<file path="config.mk">
export PLATFORM = sky130hd
export DESIGN_NAME = second_order_iir_section
export DESIGN_NICKNAME = d
export VERILOG_FILES = /design/src/rtl/sois_pkg.sv /design/src/rtl/second_order_iir_section.sv /design/src/rtl/sois_hist_ram.sv /design/src/rtl/sois_datapath.sv
export SDC_FILE = /design/constraint.sdc
export NUM_CORES = 2
export LEC_CHECK = 0
export ABC_AREA = 1
export CAP_MARGIN = 0
export CORE_MARGIN = 2
export CORE_UTILIZATION = 35
export DETAILED_ROUTE_END_ITERATION = 10
export DONT_BUFFER_PORTS = 1
export GPL_ROUTABILITY_DRIVEN = 0
export HOLD_SLACK_MARGIN = 0.08
export PLACE_DENSITY_LB_ADDON = 0.2
export SETUP_SLACK_MARGIN = 0.15
export SLEW_MARGIN = 20
export SYNTH_ARGS = -nofsm -noshare
export SYNTH_HDL_FRONTEND = slang
export SYNTH_SLANG_ARGS = --single-unit
</file>
<file path="constraint.sdc">
create_clock -name clk -period 14.5 [get_ports clk]
set_clock_uncertainty 0.15 [all_clocks]
set_input_delay 2.175 -clock clk [delete_from_list [all_inputs] [get_ports clk]]
set_output_delay 2.175 -clock clk [all_outputs]
set_load 0.03 [all_outputs]
</file>
<file path="src/rtl/sois_pkg.sv">
`timescale 1ns / 1ps

package sois_pkg;

  localparam int SampleBits   = 16;
  localparam int CoefBits     = 16;
  localparam int ChBits       = 1;
  localparam int Channels     = 2;
  localparam int AddrBits     = 1;
  localparam int CfgIndexBits = 2;
  localparam int FracBits     = 14;
  localparam int ProdBits     = SampleBits + CoefBits;
  localparam int SumBits      = ProdBits + 3;
  localparam int QBits        = SumBits - FracBits;

  typedef enum logic [CfgIndexBits-1:0] {
    CFG_COEF_A,
    CFG_COEF_B,
    CFG_COEF_C,
    CFG_COEF_D
  } cfg_index_t;

  typedef logic signed [SampleBits-1:0] sample_t;
  typedef logic signed [ProdBits-1:0]   prod_t;
  typedef logic [AddrBits-1:0]          addr_t;

  typedef struct packed {
    sample_t y1;
    sample_t y2;
    sample_t u1;
    sample_t u2;
  } hist_t;

  typedef struct packed {
    logic signed [CoefBits-1:0] a;
    logic signed [CoefBits-1:0] b;
    logic signed [CoefBits-1:0] c;
    logic signed [CoefBits-1:0] d;
  } coef_t;

  typedef struct packed {
    logic  en;
    addr_t addr;
  } hist_rd_t;

  typedef struct packed {
    logic  en;
    addr_t addr;
    hist_t data;
  } hist_wr_t;

endpackage

</file>
<file path="src/rtl/second_order_iir_section.sv">
`timescale 1ns / 1ps
// Second-order IIR section, one history per channel:
//   y = a*y[k-1] + b*y[k-2] + c*u[k] + d*u[k-2], Q2.14 coefficients,
//   rounded to nearest and saturated to a signed 16-bit sample.
// Input stream s_*: one request per sample, channel on s_tuser.
// Output stream m_*: one filtered sample per request, in request order.
// Config channel cfg_*: register index 0..3 = coef_a..coef_d, always ready
//   outside reset; write only while the filter is idle.
// Pipeline from input request to m_tvalid: history read, multiply, then
//   sum/round/saturate with write-back into the history memory.
// Requests on alternating channels overlap in the pipeline; a request on the
//   same channel waits until the previous one has been written back, set by the
//   read-modify-write loop through the history memory.
// Reset clears the coefficients and all channel histories (per-entry valid
//   bits, no clearing pass) and empties the pipeline; s_tready is low in reset.
// When m_tready is low the output register holds its sample; the two inner
//   stages still fill, then s_tready drops.
module second_order_iir_section
  import sois_pkg::*;
(
  input  logic                    clk,
  input  logic                    rst,
  input  logic                    s_tvalid,
  output logic                    s_tready,
  input  logic [SampleBits-1:0]   s_tdata,   // [15:0] sample_in
  input  logic [ChBits-1:0]       s_tuser,   // [0] channel_index
  output logic                    m_tvalid,
  input  logic                    m_tready,
  output logic [SampleBits-1:0]   m_tdata,   // [15:0] sample_out
  output logic [ChBits-1:0]       m_tuser,   // [0] channel_out
  input  logic                    cfg_valid,
  output logic                    cfg_ready,
  input  logic [CfgIndexBits-1:0] cfg_index,
  input  logic [CoefBits-1:0]     cfg_data
);

  coef_t    coef;
  hist_rd_t rd;
  hist_wr_t wr;
  hist_t    hist;
  sample_t  out_sample;

  assign cfg_ready = !rst;

  always_ff @(posedge clk) begin
    if (rst) begin
      coef <= '0;
    end else if (cfg_valid && cfg_ready) begin
      unique case (cfg_index_t'(cfg_index))
        CFG_COEF_A: coef.a <= cfg_data;
        CFG_COEF_B: coef.b <= cfg_data;
        CFG_COEF_C: coef.c <= cfg_data;
        CFG_COEF_D: coef.d <= cfg_data;
        default:    coef   <= coef;
      endcase
    end
  end

  sois_hist_ram u_hist_ram (
    .clk     (clk),
    .rst     (rst),
    .rd      (rd),
    .rd_data (hist),
    .wr      (wr)
  );

  sois_datapath u_datapath (
    .clk        (clk),
    .rst        (rst),
    .coef       (coef),
    .in_valid   (s_tvalid),
    .in_ready   (s_tready),
    .in_ch      (s_tuser),
    .in_sample  (sample_t'(s_tdata)),
    .rd         (rd),
    .hist       (hist),
    .wr         (wr),
    .out_valid  (m_tvalid),
    .out_ready  (m_tready),
    .out_ch     (m_tuser),
    .out_sample (out_sample)
  );

  assign m_tdata = SampleBits'(out_sample);

endmodule

</file>
<file path="src/rtl/sois_hist_ram.sv">
`timescale 1ns / 1ps

module sois_hist_ram
  import sois_pkg::*;
(
  input  logic     clk,
  input  logic     rst,
  input  hist_rd_t rd,
  output hist_t    rd_data,
  input  hist_wr_t wr
);

  hist_t               mem [Channels];
  logic [Channels-1:0] vld;
  hist_t               rd_raw;
  logic                rd_vld;

  always_ff @(posedge clk) begin
    if (wr.en) begin
      mem[wr.addr] <= wr.data;
    end
    if (rd.en) begin
      rd_raw <= mem[rd.addr];
    end
  end

  // entries never written since reset read as zero history
  always_ff @(posedge clk) begin
    if (rst) begin
      vld    <= '0;
      rd_vld <= 1'b0;
    end else begin
      if (wr.en) begin
        vld[wr.addr] <= 1'b1;
      end
      if (rd.en) begin
        rd_vld <= vld[rd.addr];
      end
    end
  end

  assign rd_data = rd_vld ? rd_raw : '0;

endmodule

</file>
<file path="src/rtl/sois_datapath.sv">
`timescale 1ns / 1ps

module sois_datapath
  import sois_pkg::*;
(
  input  logic              clk,
  input  logic              rst,
  input  coef_t             coef,
  input  logic              in_valid,
  output logic              in_ready,
  input  logic [ChBits-1:0] in_ch,
  input  sample_t           in_sample,
  output hist_rd_t          rd,
  input  hist_t             hist,
  output hist_wr_t          wr,
  output logic              out_valid,
  input  logic              out_ready,
  output logic [ChBits-1:0] out_ch,
  output sample_t           out_sample
);

  localparam logic signed [SumBits-1:0] RoundBias = SumBits'(1 << (FracBits - 1));
  localparam logic signed [QBits-1:0]   QMax = QBits'((1 << (SampleBits - 1)) - 1);
  localparam logic signed [QBits-1:0]   QMin = QBits'(-(1 << (SampleBits - 1)));
  localparam sample_t SampleMax = sample_t'((1 << (SampleBits - 1)) - 1);
  localparam sample_t SampleMin = sample_t'(-(1 << (SampleBits - 1)));

  logic              p1_valid;
  logic [ChBits-1:0] p1_ch;
  sample_t           p1_u;

  logic              p2_valid;
  logic [ChBits-1:0] p2_ch;
  sample_t           p2_u;
  sample_t           p2_y1;
  sample_t           p2_u1;
  prod_t             p2_pa;
  prod_t             p2_pb;
  prod_t             p2_pc;
  prod_t             p2_pd;

  logic              o_valid;
  logic [ChBits-1:0] o_ch;
  sample_t           o_y;

  logic o_free, p2_move, p2_free, p1_move, p1_free, hazard, accept;
  logic signed [SumBits-1:0] sum;
  logic signed [QBits-1:0]   q;
  sample_t                   y_sat;

  assign o_free  = !o_valid || out_ready;
  assign p2_move = p2_valid && o_free;
  assign p2_free = !p2_valid || p2_move;
  assign p1_move = p1_valid && p2_free;
  assign p1_free = !p1_valid || p1_move;

  // same channel still in flight: wait until its history is written back
  assign hazard   = (p1_valid && p1_ch == in_ch) || (p2_valid && p2_ch == in_ch);
  assign in_ready = !rst && p1_free && !hazard;
  assign accept   = in_valid && in_ready;

  assign rd.en   = accept;
  assign rd.addr = addr_t'(in_ch);

  always_comb begin
    sum = SumBits'(p2_pa) + SumBits'(p2_pb) + SumBits'(p2_pc) + SumBits'(p2_pd) + RoundBias;
    q   = QBits'(sum >>> FracBits);
    priority if (q > QMax) begin
      y_sat = SampleMax;
    end else if (q < QMin) begin
      y_sat = SampleMin;
    end else begin
      y_sat = sample_t'(q);
    end
  end

  assign wr.en      = p2_move;
  assign wr.addr    = addr_t'(p2_ch);
  assign wr.data.y1 = y_sat;
  assign wr.data.y2 = p2_y1;
  assign wr.data.u1 = p2_u;
  assign wr.data.u2 = p2_u1;

  always_ff @(posedge clk) begin
    if (rst) begin
      p1_valid <= 1'b0;
      p2_valid <= 1'b0;
      o_valid  <= 1'b0;
    end else begin
      if (p1_free) begin
        p1_valid <= accept;
      end
      if (p2_free) begin
        p2_valid <= p1_valid;
      end
      if (o_free) begin
        o_valid <= p2_valid;
      end
    end
  end

  always_ff @(posedge clk) begin
    if (accept) begin
      p1_ch <= in_ch;
      p1_u  <= in_sample;
    end
    if (p1_move) begin
      p2_ch <= p1_ch;
      p2_u  <= p1_u;
      p2_y1 <= hist.y1;
      p2_u1 <= hist.u1;
      p2_pa <= coef.a * hist.y1;
      p2_pb <= coef.b * hist.y2;
      p2_pc <= coef.c * p1_u;
      p2_pd <= coef.d * hist.u2;
    end
    if (p2_move) begin
      o_ch <= p2_ch;
      o_y  <= y_sat;
    end
  end

  assign out_valid  = o_valid;
  assign out_ch     = o_ch;
  assign out_sample = o_y;

endmodule

</file>
== After elaboration in Yosys (flattened, before gate mapping) ==
Memory sizes are Yosys's and may differ from the RTL's. A register that Yosys moved wholly into a read port is not among the register bits.
Cells that the tools add are included.
W data, S select, Z words.

* Add/subtract/negate cells: 4
* Bitwise logic cells: 1
* Magnitude comparators: 5
* Muxes and demuxes: 9
* $mul: 4
* Equality and inequality tests: 5
* Reductions and logical operators: 23

{| class="wikitable"
|+ Operators by type and width
! operator !! count
|-
| $mul A16 B16 Y32 || 4
|-
| $mux W64 || 1
|-
| $add A35 B15 Y35 const B || 1
|-
| $add A35 B32 Y35 || 1
|-
| $add A33 B32 Y34 || 1
|-
| $add A32 B32 Y33 || 1
|-
| $mux W16 || 2
|-
| $gt A21 B16 Y1 const B || 1
|-
| $lt A21 B16 Y1 const B || 1
|-
| $logic_and A1 B1 Y1 || 9
|-
| $reduce_and A2 Y1 || 4
|-
| $logic_not A1 Y1 || 5
|-
| $mux W1 || 5
|-
| $eq A2 B2 Y1 const B || 2
|-
| $logic_or A1 B1 Y1 || 4
|-
| $lt A1 B2 Y1 const B || 2
|-
| $eq A1 B1 Y1 || 2
|-
| $eq A2 B1 Y1 const B || 1
|-
| $logic_not A2 Y1 || 1
|-
| $or A2 B2 Y2 || 1
|-
| $demux W1 S1 || 1
|-
| $ge A1 B1 Y1 const B || 1
|}

* Bits in registers: 281
* Bits in writable memories: 128
* Input port bits: 40
* Logic and storage cells: 73
* Output and inout bits: 20
* Memories: 1

{| class="wikitable"
|+ Memories
! name !! words !! bits a word !! rd ports !! clocked after Yosys merged registers in !! write ports !! line !! source
|-
| u_hist_ram.mem || 2 || 64 || 1 || 1 || 1 || sois_hist_ram.sv:13 || <nowiki>hist_t mem [Channels];</nowiki>
|}

== Logic depth before layout (Yosys ltp) ==
* Depth after elaboration: 9
* Mapped depth: 35
* Mapped depth without buffers: 34

== Modules after synthesis ==
From an unflattened synthesis, not the netlist that was laid out.

* Cells, all modules: 6899
* Area total of the unflattened synthesis: 61162.4 um^2

{| class="wikitable"
|+ Modules (own cells, without submodules)
! module !! area each (um^2) !! seq. area each (um^2) !! instances !! cells an instance
|-
| sois_datapath || 51139.0 || 6396.1 || 1 || 5926
|-
| sois_hist_ram || 7236.9 || 5825.6 || 1 || 553
|-
| second_order_iir_section || 2786.4 || 1281.2 || 1 || 420
|}

== Worst setup path before layout ==
OpenSTA, ideal clock, no wires.

* Kind: input-to-reg
* From: in m_tready
* To: reg u_datapath.p2_ch, enable pin
* Library setup time: 0.529 ns
* Data required time: 13.821 ns
* Cell stages on the path: 6
* Setup slack: 7.982 ns
* Path buffers: 0
* Arrival: 5.838 ns
* Path through: inv_1 -> nand2_1 -> nor2_1 -> inv_1 -> nand2_1 -> inv_1

* Longest elaborated chain between the ends: 4

{| class="wikitable"
|+ RTL lines
! element !! line !! source
|-
| from (decl) || second_order_iir_section.sv:28 || <nowiki>input logic m_tready,</nowiki>
|-
| $logic_or A1 B1 Y1 || sois_datapath.sv:51 || <nowiki>assign o_free = !o_valid || out_ready;</nowiki>
|-
| $logic_and A1 B1 Y1 || sois_datapath.sv:52 || <nowiki>assign p2_move = p2_valid && o_free;</nowiki>
|-
| $logic_or A1 B1 Y1 || sois_datapath.sv:53 || <nowiki>assign p2_free = !p2_valid || p2_move;</nowiki>
|-
| $logic_and A1 B1 Y1 || sois_datapath.sv:54 || <nowiki>assign p1_move = p1_valid && p2_free;</nowiki>
|-
| named net u_datapath.p1_move || sois_datapath.sv:46 || <nowiki>logic o_free, p2_move, p2_free, p1_move, p1_free, hazard, accept;</nowiki>
|-
| to (signal assigned) || sois_datapath.sv:108 || <nowiki>p2_ch <= p1_ch;</nowiki>
|-
| to (decl) || sois_datapath.sv:33 || <nowiki>logic [ChBits-1:0] p2_ch;</nowiki>
|}

The timed path passes the listed nets, and every way through them passes these cells.
A chain may end at the register's enable or synchronous reset.

== Worst setup path in the final report ==
* From: reg u_hist_ram.rd_vld
* To: reg u_datapath.p2_pd[29] (data pin)

* Longest elaborated chain between the ends: 2

{| class="wikitable"
|+ RTL lines
! element !! line !! source
|-
| from (decl) || sois_hist_ram.sv:16 || <nowiki>logic rd_vld;</nowiki>
|-
| from (signal assigned) || sois_hist_ram.sv:37 || <nowiki>rd_vld <= vld[rd.addr];</nowiki>
|-
| $mux W64 || sois_hist_ram.sv:42 || <nowiki>assign rd_data = rd_vld ? rd_raw : '0;</nowiki>
|-
| $mul A16 B16 Y32 || sois_datapath.sv:115 || <nowiki>p2_pd <= coef.d * hist.u2;</nowiki>
|-
| to (signal assigned) || sois_datapath.sv:115 ||
|-
| to (decl) || sois_datapath.sv:40 || <nowiki>prod_t p2_pd;</nowiki>
|}

Every way passes these cells.

==> qor.csv <==
stage;metric;value;unit
layout;fin_cells;8706;
synth;yosysTopAreaCell;fa_1;
drt;first_iter_violations;2918;
timing;setup_slack;6710;ps
clock_tree;cts_setup_buffers;0;
clock_tree;cts_buffer_depth;3;
layout;area_growth;7.26;%
drt;via_per_inst;4.82;
placement;port_buffers;0;
timing;rsz0062_at_grt;false;
setup_path;cp_common_cell;fa_1;
setup_path;cpPeakStageDelay;900;ps
synth;synth_most_common_cell;inv_1;
synth;synthCells;6506;
grt;grt-busiest-layer;met2;
clock_tree;insertion_delay;670;ps
grt;grt_first_pass_wirelength;275000;um
clock_tree;cts_made_buffers;57;
drt;drtAntennaViolNets;0;
grt;grt_util_met2;0.348;
timing;post-route-min-period;7790;ps
timing;setup_viol;0;
synth;ys.flop_type;edfxtp_1;
grt;met3_usage;0.0294;
grt;grt_use_total;0.209;
placement;place_inst;8567;
synth;syn_area_per_cell;9.18;um^2
clock_tree;clkSinkCount;473;
layout;drive_gt1_frac;0.0327;
synth;synth_area_leaders;fa_1, edfxtp_1, inv_1;
pwr;ir_worst_vdd;0.0956;mV
clock_tree;cts_tree;done;
floorplan;core_area;169000;um^2
pwr;power_density;82.0;nW/um^2
timing;maxSlewHeadroom;0.307;
layout;nets;7954;
clock_tree;root_buffer;clkbuf_16;
synth;synthesis.area;59700;um^2
floorplan;rows;151;
setup_path;cp-end-kind;flop;
floorplan;io_pins;60;
drt;wire_per_inst;20.4;um
grt;grt_antenna_before_repair;15;
grt;use_met1;0.282;
timing;hold_viol;0;
setup_path;worst-path-max-fanout;35;
floorplan;die_h;417;um
timing;timing.setup.tns;0;ps
timing;fmax;128;MHz
timing;finalCritPeriodShare;0.537;
synth;syn-num-nets;8052;
placement;pre_cts_ws;6750;ps
setup_path;cp_top_family;adder cells;
placement;dp_hpwl;143000;um
setup_path;critPathBufInv;5;
setup_path;worstPathArrival;8030;ps
setup_path;crit_path_start_kind;flop;
run;max-cap-violations;0;
synth;ys_seq_area_frac;0.226;
setup_path;critPathKind;reg2reg;
clock_tree;clk_pin_slew;60;ps
synth;synth_commonest_cells;inv_1, nand2_1, fa_1;
synth;synth-async-reset-ratio;0;
worst_hold_path;hp-class;reg2reg;
clock_tree;h-tree-depth;2;
pwr;p_leak;28.5;nW
synth;ys_seq_elements;473;
floorplan;die_x;417;um
synth;synth_edf_count;403;
grt;gr-total-overflow;0;
grt;grt_start_max_net_pins;69;
clock_tree;ctsResizeCount;0;
clock_tree;cts_hold_buf;0;
timing;finalMaxSlewViolations;0;
synth;netlist.area_leader.share;0.363;
status;status;complete, no violations;
drt;drcViolationCount;0;
drt;num_vias;41900;
grt;grt_pass1_vias;44400;
drt;first_pass_iters;6;
synth;synth_cell_types;50;
setup_path;crit_slowest_cell;dfxtp_2;
setup_path;required;14740;ps
drt;routed_wl;178000;um
timing;worstMarginPinSlew;1040;ps
floorplan;start_util;0.352;
floorplan;dieArea;174000;um^2
synth;yosysWarningCount;0;
pwr;finalPower;5.25;mW
setup_path;crit_chain;buf_4, nand2_1, nor2_1, inv_1, fa_1, inv_1, fa_1, inv_1, fa_1, fa_1, fa_1, fa_1, inv_1, ha_1, nand2_1, nor2_1, a211oi_1, o221ai_1, xor2_1;
## routing by layer
layer / up-vias / routed length [um]
met5: - / 25
li1: 19200 / -
met3: 224 / 10200
met1: 21300 / 76800
met2: 1125 / 84800
met4: 4 / 5850
## layout make-up
cell class | count | area (um^2)
Antenna cell | 31 | 77.6
Clock inverter | 42 | 407
Multi-Input combinational cell | 4249 | 39500
Inverter | 1593 | 5990
Timing Repair Buffer | 34 | 255
Tap cell | 2218 | 2780
Sequential cell | 473 | 13500
Clock buffer | 66 | 1540
Fill cell | 17100 | 105000
## kinds of logic (layout without fill, tap and decap cells)
group / count (synthesis) / count (layout) / synth area share
other: 0 / 31 / 0
and+or+nand+nor: 2066 / 2066 / 0.136
AOI/OAI and AO/OA: 482 / 482 / 0.0444
adders and majority gates: 1506 / 1506 / 0.452
buffers and inverters: 1784 / 1735 / 0.113
xor gates and xnor gates: 195 / 195 / 0.0287
DFF: 473 / 473 / 0.226
## report_power, final
group / switching [mW] / total, mW / internal [mW]
sequential: 0.0839 / 1.72 / 1.64
clock: 0.640 / 1.49 / 0.845
combinational: 1.40 / 2.04 / 0.645
total: 2.12 / 5.25 / 3.13
## per-stage QoR
| stage | instance area [um^2] | hold slack, ps | utilization |
|---|---|---|---|
| final | 64100 | 293 | 0.378 |
| after global placement | 62000 | 273 | 0.366 |
| after global routing | 64000 | 302 | 0.378 |
| after floorplan | 59700 | 271 | - |
| after detailed placement | 62000 | 280 | 0.366 |
| after CTS | 64000 | 293 | 0.377 |
## sequential cells by signal, indices dropped and copies added, names as in the netlist, 16 cells and up
register	count
u_datapath.p2_u1	16
u_hist_ram.mem	128
u_datapath.p2_pb	32
u_datapath.p2_pd	32
u_datapath.out_sample	16
u_datapath.p1_u	16
u_datapath.p2_y1	16
u_hist_ram.rd_raw	64
u_datapath.p2_pa	32
coef	64
u_datapath.p2_pc	32
u_datapath.p2_u	16
## placed cells by master (no fill, tap or decap), types with 59 or more instances in the layout
cell type	n
a21oi_1	237
clkbuf_16	59
dfxtp_1	69
edfxtp_1	403
fa_1	1084
ha_1	422
inv_1	1568
nand2_1	1373
nand3_1	65
nor2_1	510
o21ai_0	132
xnor2_1	81
xor2_1	113
## worst paths after layout
path / startpoint / endpoint / slack (ps) / depth (start not counted)
hold reg to reg: u_datapath.p2_u1[0]$_SDFFCE_PN0P_ / u_hist_ram.mem[0][0]$_DFFE_PP_ / 290 / 0
hold / removal: u_datapath.p2_u1[0]$_SDFFCE_PN0P_ / u_hist_ram.mem[0][0]$_DFFE_PP_ / 290 / 0
setup / recovery: u_hist_ram.rd_vld$_SDFFE_PP0P_ / u_datapath.p2_pd[29]$_DFFE_PP_ / 6710 / 19
setup reg to reg: u_hist_ram.rd_vld$_SDFFE_PP0P_ / u_datapath.p2_pd[29]$_DFFE_PP_ / 6710 / 19
## worst register-to-register path: stages (launching register included)
cell and delay, ps:
dfxtp_2 900, buf_4 560, nand2_1 640, nor2_1 480
inv_1 100, fa_1 660, inv_1 110, fa_1 550
inv_1 70, fa_1 480, fa_1 520, fa_1 450
fa_1 500, inv_1 40, ha_1 340, nand2_1 130
nor2_1 100, a211oi_1 360, o221ai_1 220, xor2_1 190
No activity file was read; power rests on OpenSTA's default activity.
